### config.mk
export PLATFORM = sky130hd
export DESIGN_NAME = char_lcd_nibble_writer
export DESIGN_NICKNAME = d
export VERILOG_FILES = /design/src/hdl/clnw_pkg.sv /design/src/hdl/clnw_decode.sv /design/src/hdl/clnw_serial.sv /design/src/hdl/char_lcd_nibble_writer.sv
export SDC_FILE = /design/constraint.sdc
export NUM_CORES = 1
export LEC_CHECK = 0
export ABC_AREA = 1
export BUFFER_PORTS_ARGS = -buffer_cell sky130_fd_sc_hd__buf_4
export CORE_AREA = 2 2 88 90
export DETAILED_ROUTE_END_ITERATION = 8
export DIE_AREA = 0 0 90 92
export HOLD_SLACK_MARGIN = 0.05
export PLACE_DENSITY = 0.63
export SKIP_LAST_GASP = 1
export SYNTH_ARGS = -nofsm -noshare
export SYNTH_HDL_FRONTEND = slang
export SYNTH_SLANG_ARGS = --single-unit
export TNS_END_PERCENT = 20
### constraint.sdc
create_clock -name i_clk -period 2.7 [get_ports i_clk]
set_input_delay 0.54 -clock i_clk [delete_from_list [all_inputs] [get_ports i_clk]]
set_output_delay 0.54 -clock i_clk [all_outputs]
set_load 0.005 [all_outputs]
### src/hdl/clnw_pkg.sv
// ----------------------------------------------------------------------------
// clnw_pkg
// Shared types, constants and lookup tables for the character LCD nibble
// writer.
// ----------------------------------------------------------------------------
package clnw_pkg;

    // Display geometry and string limit
    localparam int COLS       = 20;
    localparam int ROWS       = 4;
    localparam int MAX_STRING = 80;

    localparam int COL_W = 6;   // holds 0..COLS (COLS up to 40)
    localparam int ROW_W = 2;
    localparam int CNT_W = 7;   // holds 0..MAX_STRING (up to 127)

    typedef enum logic [1:0] {
        OP_CHAR   = 2'd0,
        OP_CURSOR = 2'd1,
        OP_CLEAR  = 2'd2,
        OP_HOME   = 2'd3
    } t_op;

    localparam logic [7:0] INST_SET_DDRAM = 8'h80;
    localparam logic [7:0] INST_CLEAR     = 8'h01;
    localparam logic [7:0] INST_HOME      = 8'h02;
    localparam logic [7:0] CHAR_NUL       = 8'h00;
    localparam logic [7:0] CHAR_NEWLINE   = 8'h0A;

    // DDRAM start address of each display line
    localparam logic [3:0][7:0] LINE_ADDR = {8'h54, 8'h14, 8'h40, 8'h00};

    typedef logic [255:0][COL_W-1:0] t_col_tab;
    typedef logic [255:0][ROW_W-1:0] t_row_tab;

    function automatic t_col_tab f_col_tab();
        t_col_tab tab;
        for (int i = 0; i < 256; i++) begin
            tab[i] = COL_W'(i % COLS);
        end
        return tab;
    endfunction

    function automatic t_row_tab f_row_tab();
        t_row_tab tab;
        for (int i = 0; i < 256; i++) begin
            tab[i] = ROW_W'(i % ROWS);
        end
        return tab;
    endfunction

    // Byte-wide modulo lookups, built at elaboration
    localparam t_col_tab COL_MOD = f_col_tab();
    localparam t_row_tab ROW_MOD = f_row_tab();

    // One registered input command
    typedef struct packed {
        t_op        op;
        logic [7:0] char_code;
        logic [7:0] column;
        logic [7:0] row;
        logic       eos;
    } t_cmd;

    // One byte request handed to the serializer
    typedef struct packed {
        logic [7:0] value;
        logic       rs;
    } t_byte_req;

endpackage

### src/hdl/clnw_decode.sv
// ----------------------------------------------------------------------------
// clnw_decode
// Turns one command into an instruction or data byte and keeps the cursor
// and string state. State advances when the command is taken.
// ----------------------------------------------------------------------------
module clnw_decode (
    input  logic                i_clk,
    input  logic                i_rst_n,
    input  logic                i_take,
    input  clnw_pkg::t_cmd      i_cmd,
    output logic                o_emit,
    output clnw_pkg::t_byte_req o_req
);

    logic [clnw_pkg::COL_W-1:0] r_col, n_col;
    logic [clnw_pkg::ROW_W-1:0] r_row, n_row;
    logic [clnw_pkg::CNT_W-1:0] r_cnt, n_cnt;
    logic                       r_stopped, n_stopped;

    logic [clnw_pkg::COL_W-1:0] col_mod;
    logic [clnw_pkg::ROW_W-1:0] row_mod;
    logic [clnw_pkg::ROW_W-1:0] row_next;

    assign col_mod  = clnw_pkg::COL_MOD[i_cmd.column];
    assign row_mod  = clnw_pkg::ROW_MOD[i_cmd.row];
    assign row_next = (r_row == clnw_pkg::ROW_W'(clnw_pkg::ROWS - 1)) ?
                      '0 : r_row + 1'b1;

    always_comb begin
        n_col       = r_col;
        n_row       = r_row;
        n_cnt       = r_cnt;
        n_stopped   = r_stopped;
        o_emit      = 1'b0;
        o_req.value = '0;
        o_req.rs    = 1'b0;

        unique case (i_cmd.op)
            clnw_pkg::OP_CURSOR: begin
                n_row       = row_mod;
                n_col       = col_mod;
                o_emit      = 1'b1;
                o_req.value = clnw_pkg::INST_SET_DDRAM |
                              (clnw_pkg::LINE_ADDR[row_mod] + 8'(col_mod));
            end
            clnw_pkg::OP_CLEAR, clnw_pkg::OP_HOME: begin
                n_row       = '0;
                n_col       = '0;
                o_emit      = 1'b1;
                o_req.value = (i_cmd.op == clnw_pkg::OP_CLEAR) ?
                              clnw_pkg::INST_CLEAR : clnw_pkg::INST_HOME;
            end
            clnw_pkg::OP_CHAR: begin
                if (i_cmd.char_code == clnw_pkg::CHAR_NUL) begin
                    // terminator: ends the string silently
                    n_cnt     = '0;
                    n_stopped = 1'b0;
                end else begin
                    if (!r_stopped && r_cnt < clnw_pkg::CNT_W'(clnw_pkg::MAX_STRING)) begin
                        n_cnt  = r_cnt + 1'b1;
                        o_emit = 1'b1;
                        if (r_col >= clnw_pkg::COL_W'(clnw_pkg::COLS)) begin
                            // column limit: wrap to next line, drop char, stop string
                            n_row       = row_next;
                            n_col       = '0;
                            n_stopped   = 1'b1;
                            o_req.value = clnw_pkg::INST_SET_DDRAM |
                                          clnw_pkg::LINE_ADDR[row_next];
                        end else if (i_cmd.char_code == clnw_pkg::CHAR_NEWLINE) begin
                            n_row       = row_next;
                            n_col       = '0;
                            o_req.value = clnw_pkg::INST_SET_DDRAM |
                                          clnw_pkg::LINE_ADDR[row_next];
                        end else begin
                            n_col       = r_col + 1'b1;
                            o_req.value = i_cmd.char_code;
                            o_req.rs    = 1'b1;
                        end
                    end
                    if (i_cmd.eos) begin
                        n_cnt     = '0;
                        n_stopped = 1'b0;
                    end
                end
            end
            default: begin
                o_emit = 1'b0;
            end
        endcase
    end

    always_ff @(posedge i_clk) begin
        if (!i_rst_n) begin
            r_col     <= '0;
            r_row     <= '0;
            r_cnt     <= '0;
            r_stopped <= 1'b0;
        end else if (i_take) begin
            r_col     <= n_col;
            r_row     <= n_row;
            r_cnt     <= n_cnt;
            r_stopped <= n_stopped;
        end
    end

endmodule

### src/hdl/clnw_serial.sv
// ----------------------------------------------------------------------------
// clnw_serial
// Sends one byte as four expander beats: high nibble with enable high then
// low, then the low nibble the same way.
// ----------------------------------------------------------------------------
module clnw_serial (
    input  logic                i_clk,
    input  logic                i_rst_n,
    input  logic                i_load,
    input  clnw_pkg::t_byte_req i_req,
    output logic                o_ready,
    output logic                o_valid,
    input  logic                i_stall,
    output logic [3:0]          o_nibble,
    output logic                o_register_select,
    output logic                o_enable,
    output logic                o_last
);

    logic                r_busy;
    logic [1:0]          r_beat;
    clnw_pkg::t_byte_req r_req;

    logic beat_done;
    assign beat_done = r_busy && !i_stall;

    // free now, or the final beat leaves this cycle
    assign o_ready = !r_busy || (beat_done && r_beat == 2'd3);

    always_ff @(posedge i_clk) begin
        if (!i_rst_n) begin
            r_busy <= 1'b0;
            r_beat <= '0;
        end else if (i_load) begin
            r_busy <= 1'b1;
            r_beat <= '0;
        end else if (beat_done) begin
            if (r_beat == 2'd3) begin
                r_busy <= 1'b0;
            end
            r_beat <= r_beat + 1'b1;
        end
    end

    always_ff @(posedge i_clk) begin
        if (i_load) begin
            r_req <= i_req;
        end
    end

    assign o_valid           = r_busy;
    assign o_nibble          = r_beat[1] ? r_req.value[3:0] : r_req.value[7:4];
    assign o_register_select = r_req.rs;
    assign o_enable          = !r_beat[0];
    assign o_last            = (r_beat == 2'd3);

endmodule

### src/hdl/char_lcd_nibble_writer.sv
// ----------------------------------------------------------------------------
// char_lcd_nibble_writer
// HD44780 4-bit expander text writer: one command in, four strobed nibble
// beats out for each byte it emits, with cursor and string tracking.
// ----------------------------------------------------------------------------
// A request passes the input register, then the serializer's byte register,
// before its first beat shows. Throughput is set by the nibble serializer,
// one beat per cycle while i_stall is low; requests with no output skip it.
// Reset (synchronous, active low) clears cursor to 0,0, string count and
// stop flag, and empties the input and output stages.
module char_lcd_nibble_writer (
    input  logic       i_clk,
    input  logic       i_rst_n,
    input  logic       i_valid,
    output logic       o_stall,
    input  logic [1:0] i_operation,
    input  logic [7:0] i_char_code,
    input  logic [7:0] i_column,
    input  logic [7:0] i_row,
    input  logic       i_end_of_string,
    output logic       o_valid,
    input  logic       i_stall,
    output logic [3:0] o_nibble,
    output logic       o_register_select,
    output logic       o_enable,
    output logic       o_last
);

    logic                r_in_valid;
    clnw_pkg::t_cmd      r_cmd;
    logic                take;
    logic                emit;
    logic                ser_ready;
    clnw_pkg::t_byte_req req;

    // a request leaves the input stage once the serializer can take its byte, or at once if it emits none
    assign take    = r_in_valid && (!emit || ser_ready);
    assign o_stall = r_in_valid && !take;

    always_ff @(posedge i_clk) begin
        if (!i_rst_n) begin
            r_in_valid <= 1'b0;
        end else if (!o_stall) begin
            r_in_valid <= i_valid;
        end
    end

    always_ff @(posedge i_clk) begin
        if (i_valid && !o_stall) begin
            r_cmd.op        <= clnw_pkg::t_op'(i_operation);
            r_cmd.char_code <= i_char_code;
            r_cmd.column    <= i_column;
            r_cmd.row       <= i_row;
            r_cmd.eos       <= i_end_of_string;
        end
    end

    clnw_decode u_decode (
        .i_clk   (i_clk),
        .i_rst_n (i_rst_n),
        .i_take  (take),
        .i_cmd   (r_cmd),
        .o_emit  (emit),
        .o_req   (req)
    );

    clnw_serial u_serial (
        .i_clk             (i_clk),
        .i_rst_n           (i_rst_n),
        .i_load            (take && emit),
        .i_req             (req),
        .o_ready           (ser_ready),
        .o_valid           (o_valid),
        .i_stall           (i_stall),
        .o_nibble          (o_nibble),
        .o_register_select (o_register_select),
        .o_enable          (o_enable),
        .o_last            (o_last)
    );

    // a run of four beats is never cut short
    a_run_continues: assert property (@(posedge i_clk) disable iff (!i_rst_n)
        o_valid && !i_stall && !o_last |=> o_valid)
        else $error("beat run ended early");

    // enable alternates high/low within a run
    a_strobe_toggles: assert property (@(posedge i_clk) disable iff (!i_rst_n)
        o_valid && !i_stall && !o_last |=> o_enable == !$past(o_enable))
        else $error("enable strobe did not alternate");

    // the same nibble is held for the enable-low beat
    a_nibble_held: assert property (@(posedge i_clk) disable iff (!i_rst_n)
        o_valid && !i_stall && o_enable |=> o_nibble == $past(o_nibble))
        else $error("nibble changed across strobe");

    // a byte is loaded only when the serializer is free
    a_load_free: assert property (@(posedge i_clk) disable iff (!i_rst_n)
        take && emit |-> !o_valid || (o_last && !i_stall))
        else $error("byte loaded over a busy run");

endmodule
==> metrics.md, run 1 <==
| Metric | Value |
|---|---|
| Mapped cell area | roughly 3000 sq um |
| Post-CTS Resized | 0 |
| Met2 WL | 2.71 mm |
| Reg area | 1440 sq um |
| Share of layout cells above drive strength 1 | a little over a fifth |
| Data required, critical path | 2.93 ns |
| RSZ-0062 raised after global routing | no |
| Global-route wire length before repair | around 11 mm |
| Clock Path Buffers | 2 |
| Crit Path Max Fanout | 19 |
| Cell Area, Placed | 3410 sq um |
| Critical Path AT | between 2 and 3 ns |
| FILL cells | 766 |
| Fmax | 416 MHz |
| Synth top area cells | edfxtp_1 29%, dfxtp_1 18%, nand2_1 12% |
| Highest Signal Layer | met4 |
| Placeable Area | 7450 sq um |
| Input/output buffers | 33 |
| Iter 0 DRT Violations | 112 |
| Outcome | finished, final reports clean |
| CTS Hold Bufs | 0 |
| Final #Nets | 446 |
| Util after Layout | 48.3% |
| Seq cells post-synth | 57 |
| Synth warn | 0 |
| CTS tree | done |
| Worst Clk Skew | between 0.007 and 0.008 ns |
| Post-route cell area | about 3600 sq um |
| Drt via density | 4.74 |
| Tcrit/Tclk final | 89.1% |
| Antenna Nets Post-Route | 0 |
| Slew margin rel. | 67.2% |
| H-tree Lvls | 3 |
| Multi-input logic area | 1450 sq um |
| CP startpoint kind | register |
| Fin. Hold Viols | 0 |
| Congestion Overflow GR | 0 |
| Setup-failing EPs final | 0 |
| Initial antenna violation count | 0 |
| Avg WL per Cell | 12.0 microns |
| Met1 WL | roughly 3 mm |
| Least-Margin Pin Slew | 0.492 ns |
| Routability Congestion | around 0.9 |
| Post-synthesis sequential area ratio | 46.9% |
| Diodes inserted | 0 |
| Area delta synth->final | 17.1% |
| Worst IR Drop VDD | 0.000302 V |
| Final setup TNS | 0 ns |
| HP Class | in2reg |
| Clk slew on worst S/H paths | roughly 0.070 ns |
| Die X | 90 microns |
| Syn_nets | 405 |
| CTS Sinks | 57 |
| Max-Cap Viols | 0 |
| Min Clock Period, post-route | 2.41 ns |
| Power Density | 566 nW/um^2 |
| Total CTS buffers | 9 |
| Crit end category | register |
| Syn Inst Count | 362 |
| Worst-Skew Late Latency | 0.33 ns |
| DR WL met3 | 233 microns |
| Initial Util | 41.2% |
| DR vias | 2416 |
| Post-CTS setup buffers | 0 |
| Largest net degree at the start of global routing | 20 |
| Avg Synthesized Cell Area | 8.49 sq um |
| CP dominant cell by count | nand2_1 |
| Pre-antenna DRT Iters | 4 |
| Slowest stage delay, CP | around 0.37 ns |
| FF-to-FF setup slack | about 0.29 ns |
| Critical Path Slowest Stage Cell | dfxtp_1 |
| Cell taking the most area after synthesis | edfxtp_1 |
| GRT Overall Usage | between 10% and 20% |
| CP Class | reg2reg |
| P_leak | 1.58 nW |
| PnR worst setup slack | 0.295 ns |
| DRC violations left | 0 |
| I/O pin cnt | 40 |
| HPWL Detailed | ~4.8 mm |
| FP Rows | 32 |
| CTS root buffer | clkbuf_8 |
| Synth cell types | 40 |
| Total Wirelength | between 6 and 7 mm |
| Die Y | 92 microns |
| Pre-CTS setup slack | approximately 0.21 ns |
| Die area | 8280 sq um |
| Fin. max-slew vios | 0 |
| Worst-path cell chain | ha_1, a21boi_2, nand4_4, nand2_8, nand2_1, nand2_2, ha_1, nand3_1, nand2_1, nand2_1, nand3_1, nand3_1, nand2_1 |
| Vias in the first global route | 2392 |
| Synth top area share | 29.3% |
## routing by layer
| layer | vias up | global-route usage, % |
|---|---|---|
| li1 | 1301 | - |
| met4 | 0 | 7.56 |
| met3 | 11 | 3.20 |
| met1 | 1054 | 21.4 |
| met2 | 50 | 25.6 |
| met5 | - | 0 |
## sequential cells by signal (all words and copies together), names as in the netlist
name	cells
u_decode.row_mod	2
u_decode.col_mod	5
u_serial.r_req	8
u_decode.r_col	6
u_serial.o_valid	1
u_decode.r_stopped	1
r_cmd	21
u_serial.o_register_select	1
u_decode.r_cnt	7
u_decode.r_row	2
r_in_valid	1
u_serial.r_beat	2
## where the power goes
part	leakage, nW	switching (mW)	internal [mW]
combinational	0.977	0.182	0.121
clock	0.0960	0.323	0.408
sequential	0.511	0.0309	0.972
## per-stage QoR
stage | total power [mW] | cells | hold slack (ns)
global route | 2.14 | 510 | 0.368
CTS | 2.06 | 510 | 0.366
floorplan | 1.23 | 362 | 0.417
finish | 2.04 | 510 | 0.377
detailed placement | 1.33 | 494 | 0.433
global placement | 1.32 | 494 | 0.428
## Yosys cell counts
master	number
nor2_1	20
or2_2	1
a211oi_1	1
o21ai_1	3
nand2_2	18
a31oi_1	2
edfxtp_1	30
nand4_4	1
o21ai_0	11
ha_1	12
nand4_1	2
and3_1	1
inv_1	29
inv_2	4
buf_8	1
xnor2_1	1
nor2_2	1
nand2_8	1
dfxtp_1	27
buf_6	2
o211ai_1	1
nand3_1	43
nand2_1	99
o21ai_4	1
xor2_1	6
mux2_2	4
clkbuf_1	1
a31o_2	1
buf_4	1
a21oi_1	17
inv_4	2
o21a_1	1
a21boi_2	1
nand3b_1	2
nor3_1	6
nor2_4	2
o22ai_1	2
o21ai_2	2
a22oi_1	1
a32o_1	1
## placed cells by master, fill, tap and decap left out, drive strengths merged, types with 2 or more instances in the layout
cell type,synthesis,final
xor2,6,6
o22ai,2,2
edfxtp,30,30
mux2,4,4
buf,4,35
nand3b,2,2
a21oi,17,17
o21ai,17,17
clkbuf,1,13
nand3,43,43
clkinv,0,3
dfxtp,27,27
nor2,23,23
a31oi,2,2
nand2,118,118
nor3,6,6
nand4,3,3
ha,12,12
inv,35,35
## area by class of cell
type | count | share of cell area (%)
Clock inverter | 3 | 0.383
Sequential cell | 57 | 40.1
Tap cell | 102 | 3.55
Clock buffer | 13 | 4.73
Inverter | 35 | 3.79
Timing Repair Buffer | 35 | 7.30
Multi-Input combinational cell | 265 | 40.2
## worst max-delay path: cells and delay by family, from the launching register on
| kind | cells | cell delay [ns] |
|---|---|---|
| compound gates | 1 | 0.28 |
| fa+ha+maj | 2 | 0.48 |
| flops | 1 | 0.37 |
| simple gates | 10 | 1.17 |
## path summary, 6_finish.rpt
path / from / endpoint / depth (start not counted)
max: u_serial.r_beat[1] / u_decode.col_mod[2] / 13
min: i_char_code[3] / r_cmd[20] / 1
max reg2reg: u_serial.r_beat[1] / u_decode.col_mod[2] / 13
min reg2reg: r_cmd[10] / u_decode.col_mod[1] / 2
## kinds of logic after synthesis
group | count (synthesis) | synth area share, %
xor gates and xnor gates | 7 | 2.00
AOI/OAI and AO/OA | 45 | 8.92
buffers and inverters | 40 | 6.03
and+or+nand+nor | 197 | 29.8
DFF | 57 | 46.9
adders and majority gates | 12 | 4.89
muxes | 4 | 1.47
No activity file was read; power rests on OpenSTA's default activity.
==> run 2, diff against run 1 <==
--- a/config.mk
+++ b/config.mk
@@ -7,13 +7,12 @@
 export LEC_CHECK = 0
 export ABC_AREA = 1
 export BUFFER_PORTS_ARGS = -buffer_cell sky130_fd_sc_hd__buf_4
-export CORE_AREA = 2 2 88 90
+export CORE_AREA = 2 2 77 79
 export DETAILED_ROUTE_END_ITERATION = 8
-export DIE_AREA = 0 0 90 92
+export DIE_AREA = 0 0 79 81
 export HOLD_SLACK_MARGIN = 0.05
-export PLACE_DENSITY = 0.63
+export PLACE_DENSITY = 0.79
 export SKIP_LAST_GASP = 1
 export SYNTH_ARGS = -nofsm -noshare
 export SYNTH_HDL_FRONTEND = slang
 export SYNTH_SLANG_ARGS = --single-unit
-export TNS_END_PERCENT = 20
==> metrics.md, run 2 (synthesized netlist as in run 1, its figures left out) <==
| Metric | Value |
|---|---|
| Register share of total power | 46.0% |
| Congestion Overflow GR | 0 |
| Die area | around 6400 sq um |
| Drt via density | approximately 5.2 |
| Die Y | 81 microns |
| Hold-critical path depth | 1 |
| Clock network fraction of total power | 40.1% |
| CTS Sinks | 57 |
| Clock Path Buffers | 2 |
| P_leak | 1.60 nW |
| Crit end category | register |
| Fin. max-slew vios | 0 |
| Share of layout cells above drive strength 1 | 21.8% |
| Avg WL per Cell | ~13 microns |
| Internal power | 1.61 mW |
| Largest net degree at the start of global routing | 26 |
| CP dominant cell by count | nand2_1 |
| DR vias | 2534 |
| Largest register FFs | 21 |
| Hold Path End | r_cmd[25] |
| Final #Nets | roughly 450 |
| Global-route wire length before repair | roughly 11 mm |
| Worst-path cell chain | ha_1, a21boi_2, nand4_4, nand2_8, nand2_1, nand2_2, ha_1, nand3_1, nand2_1, nand2_1, nand3_1, nand3_1, nand2_1 |
| Critical Path Slowest Stage Cell | dfxtp_1 |
| GRT Overall Usage | 21.2% |
| Die X | 79 microns |
| Combinational fraction of design power | 13.9% |
| R2R Path Start | u_serial.r_beat[1] |
| Least-Margin Pin Slew | 0.560 ns |
| R2r worst-path depth | 13 |
| HP Class | in2reg |
| CTS tree | done |
| Tcrit/Tclk final | approximately nine tenths |
| Pre-antenna DRT Iters | 4 |
| FP Rows | 28 |
| Area delta synth->final | 17.1% |
| Final setup TNS | 0 ns |
| Worst-Skew Late Latency | roughly 0.34 ns |
| CP Class | reg2reg |
| Leading cell type in the layout, fill and taps excluded | nand2_1 |
| Placed cell count | 467 |
| Worst path depth | 13 |
| Final Non-Filler Cells | 483 |
| Initial Util | about 54% |
| Register with the most flip-flops | r_cmd |
| Largest registers | r_cmd: 21 flops, u_serial.r_req: 8 flops, u_decode.r_cnt: 7 flops |
| Total Wirelength | approximately 6.1 mm |
| I/O pin cnt | 40 |
| Initial antenna violation count | 0 |
| Hold path start | i_operation[0] |
| Max-Cap Viols | 0 |
| Cell Area, Placed | 3380 sq um |
| Data required, critical path | 2.94 ns |
| RSZ-0062 raised after global routing | no |
| Crit Path Max Fanout | 19 |
| Power after layout | 2.18 mW |
| Net switching fraction of the power | 26.2% |
| CP startpoint kind | register |
| Power Density | 607 nW/um^2 |
| NetSw | between 0.5 and 0.6 mW |
| Diodes inserted | 0 |
| Iter 0 DRT Violations | 156 |
| HPWL Detailed | 4.61 mm |
| Setup-failing EPs final | 0 |
| Critical Path AT | 2.66 ns |
| FF-to-FF End | u_decode.col_mod[2] |
| Post-CTS setup buffers | 0 |
| Most frequent cells in the layout | 99 x nand2_1, 43 x nand3_1, 35 x buf_4 |
| DRC violations left | 0 |
| Clk slew on worst S/H paths | 0.07 ns |
| Antenna Nets Post-Route | 0 |
| Worst Clk Skew | 0.00804 ns |
| Post-route cell area | 3600 sq um |
| Fin. Hold Viols | 0 |
| Vias in the first global route | 2336 |
| Outcome | finished, final reports clean |
| CP bufs+invs | 0 |
| CTS root buffer | clkbuf_8 |
| CTS Hold Bufs | 0 |
| Input/output buffers | 33 |
| Slew margin rel. | 62.5% |
| Total CTS buffers | 9 |
| Min Clock Period, post-route | 2.43 ns |
| Placeable Area | between 5000 and 6000 sq um |
| CP top delay family | simple AND/OR/NAND/NOR gates |
| Routability Congestion | roughly 0.87 |
| Slowest stage delay, CP | 0.38 ns |
| Fmax | ~410 MHz |
| FF-to-FF setup slack | 0.27 ns |
| Worst Setup SP | u_serial.r_beat[1] |
| Worst IR Drop VDD | 0.000394 V |
| Post-CTS Resized | 0 |
| H-tree Lvls | 3 |
-- run 2: power groups by stage --
| stage | clock, mW | combinational, mW | sequential (mW) |
|---|---|---|---|
| 2_1_floorplan | 0 | 0.219 | 1.01 |
| 3_3_place_gp | 0 | 0.295 | 1.02 |
| 3_5_place_dp | 0 | 0.299 | 1.02 |
| 4_1_cts | 0.892 | 0.302 | 1.00 |
| 5_1_grt | 0.931 | 0.346 | 1.01 |
| 6_report | 0.876 | 0.303 | 1.00 |
-- run 2: how the worst max path moves through the flow --
stage | end | slack (ns)
finish | u_decode.col_mod[2] | 0.27
CTS | u_decode.col_mod[2] | 0.28
floorplan | u_decode.col_mod[2] | 0.52
detailed placement | u_decode.col_mod[2] | 0.25
global placement | u_decode.col_mod[2] | 0.27
global route | u_decode.col_mod[2] | 0.09
-- run 2: worst reg2reg max path: cells and delay by family (launching register included) --
kind / cells / cell delay, ns
compound gates: 1 / 0.28
flops: 1 / 0.38
fa+ha+maj: 2 / 0.49
simple gates: 10 / 1.17
-- run 2: layer usage --
| layer | track usage [%] | wire [microns] | share of wire (%) |
|---|---|---|---|
| met1 | 27.9 | 2870 | 47 |
| met2 | 33.6 | 2790 | 46 |
| met3 | 4.00 | 338 | 5.5 |
| met4 | 10.9 | 128 | 2.1 |
| met5 | 0 | 0 | 0 |
-- run 2: cell type report --
type	instances	area, sq um
clock buffers	9	124
clock inverters	7	93.8
fillers	508	2080
inverters	35	136
multi-input cells	265	1450
flip-flops and latches	57	1440
well taps	75	93.8
repair buffers	35	263
-- run 2: per-stage QoR --
step	setup slack, ns	hold slack, ns	util, %
floorplan	0.524	0.417	-
global placement	0.270	0.424	59.5
detailed placement	0.250	0.436	59.5
CTS	0.276	0.360	63.4
global route	0.0858	0.367	63.4
finish	0.271	0.371	63.4
==> run 3, diff against run 2 <==
==> constraint.sdc (replaced) <==
create_clock -name i_clk -period 3 [get_ports i_clk]
set_input_delay 0.6 -clock i_clk [delete_from_list [all_inputs] [get_ports i_clk]]
set_output_delay 0.6 -clock i_clk [all_outputs]
set_load 0.005 [all_outputs]
==> metrics.md, run 3 (synthesized netlist as in run 1, its figures left out) <==
| Metric | Value |
|---|---|
| Outcome | finished, final reports clean |
| Most frequent cells in the layout | 99 x nand2_1, 43 x nand3_1, 33 x buf_4 |
| Worst hold slack | 0.430 ns |
| Initial Util | 54.1% |
| CP bufs+invs | 0 |
| Antenna Nets Post-Route | 0 |
| Initial antenna violation count | 0 |
| Slew margin rel. | ~62% |
| Total CTS buffers | 9 |
| Global-route wire length before repair | approximately 11 mm |
| Clock Path Buffers | 2 |
| Setup-failing EPs final | 0 |
| Vias in the first global route | around 2400 |
| GRT Overall Usage | between 20 and 25% |
| CP startpoint kind | register |
| Die area | between 6000 and 7000 sq um |
| Die Y | 81 microns |
| Power Density | 504 nW/um^2 |
| Fin. Hold Viols | 0 |
| P_leak | 1.56 nW |
| Largest registers | r_cmd: 21 flops, u_serial.r_req: 8 flops, u_decode.r_cnt: 7 flops |
| Worst IR Drop VDD | about 0.00037 V |
| FILL cells | 500 |
| Crit end category | register |
| Share of layout cells above drive strength 1 | between 20% and 30% |
| Post-CTS setup buffers | 0 |
| CTS Hold Bufs | 0 |
| Crit Path Max Fanout | 19 |
| Diodes inserted | 0 |
| RSZ-0062 raised after global routing | no |
| Worst-path cell chain | ha_1, a21boi_2, nand4_4, nand2_8, nand2_1, nand2_2, ha_1, nand3_1, nand2_1, nand2_1, nand3_1, nand3_1, nand2_1 |
| Largest net degree at the start of global routing | 27 |
| Post-route cell area | 3530 sq um |
| Avg WL per Cell | around 13 microns |
| Drt via density | 5.27 |
| Register with the most flip-flops | r_cmd |
| CP Class | reg2reg |
| Worst-Skew Late Latency | approximately 0.34 ns |
| Routability Congestion | 0.878 |
| HP Class | in2reg |
| Area delta synth->final | 14.9% |
| HPWL Detailed | ~4.7 mm |
| I/O pin cnt | 40 |
| Cell Area, Placed | roughly 3400 sq um |
| Leading cell type in the layout, fill and taps excluded | nand2_1 |
| DRC violations left | 0 |
| Clk slew on worst S/H paths | approximately 0.07 ns |
| Data required, critical path | 3.24 ns |
| FF-to-FF setup slack | around 0.57 ns |
| Critical Path AT | between 2 and 3 ns |
| FP Rows | 28 |
| Least-Margin Pin Slew | about 0.56 ns |
| Fin. max-slew vios | 0 |
| CTS tree | done |
| DR vias | 2534 |
| Post-CTS Resized | 0 |
| Placeable Area | 5680 sq um |
| Congestion Overflow GR | 0 |
| CP top delay family | simple AND/OR/NAND/NOR gates |
| Final #Nets | 444 |
| Critical Path Slowest Stage Cell | dfxtp_1 |
| Slowest stage delay, CP | 0.38 ns |
| Fmax | roughly 400 MHz |
| Input/output buffers | 33 |
| Max-Cap Viols | 0 |
| CTS root buffer | clkbuf_8 |
| CP dominant cell by count | nand2_1 |
| Tcrit/Tclk final | 81.0% |
| Final setup TNS | 0 ns |
| Util after Layout | 62.2% |
| Iter 0 DRT Violations | 152 |
| Largest register FFs | 21 |
| H-tree Lvls | 3 |
| Min Clock Period, post-route | 2.43 ns |
| Die X | around 80 microns |
| Pre-antenna DRT Iters | 4 |
| CTS Sinks | 57 |
| Total Wirelength | 6.25 mm |
| Worst Clk Skew | about 0.0091 ns |
-- run 3: cell types whose count changed in the layout (fill, tap and decap cells not counted) --
cell,change
buf_4,-2
inv_4,+1
clkinv_4,-1
bufinv_16,-2
inv_6,-1
clkinvlp_4,-1
clkinv_1,+1
clkbuf_1,+2
clkbuf_8,+1
-- run 3: final timing paths --
check                     start                   to  cells after the start
max          u_serial.r_beat[1]  u_decode.col_mod[2]                     13
min              i_operation[0]            r_cmd[25]                      1
max reg2reg  u_serial.r_beat[1]  u_decode.col_mod[2]                     13
min reg2reg   u_decode.r_col[5]    u_decode.r_col[5]                      2
-- run 3: worst register-to-register path: stages (launching register included) --
cell	delay, ns
dfxtp_1	0.38
ha_1	0.24
a21boi_2	0.29
nand4_4	0.25
nand2_8	0.23
nand2_1	0.08
nand2_2	0.09
ha_1	0.25
nand3_1	0.15
nand2_1	0.09
nand2_1	0.06
nand3_1	0.08
nand3_1	0.09
nand2_1	0.05
-- run 3: layer usage --
metal,share of wire (%),global-route usage [%],up-vias
li1,-,-,1284
met1,45,27.1,1161
met2,47,35.3,76
met3,5.8,5.89,13
met4,1.9,10.5,0
met5,0,0,-
-- run 3: power by group --
part	internal (mW)	leakage, nW	switching, mW
clock network	0.315	0.0858	0.286
registers	0.875	0.511	0.0289
logic	0.106	0.967	0.165
-- run 3: final cells by class --
| class | instances | area, sq um | area share, % |
|---|---|---|---|
| multi-input cells | 265 | 1450 | 41.0 |
| flip-flops and latches | 57 | 1440 | 40.9 |
| repair buffers | 33 | 248 | 7.02 |
| clock buffers | 12 | 145 | 4.11 |
| inverters | 35 | 136 | 3.87 |
| well taps | 75 | 93.8 | 2.66 |
| clock inverters | 4 | 18.8 | 0.532 |
-- run 3: stage by stage --
step           worst slack (ns)  cells  power [mW]
6_report                  0.571    481        1.78
5_1_grt                   0.398    481        1.87
4_1_cts                   0.562    481        1.79
3_5_place_dp              0.440    465        1.19
3_3_place_gp              0.492    465        1.18
2_1_floorplan             0.764    362        1.11
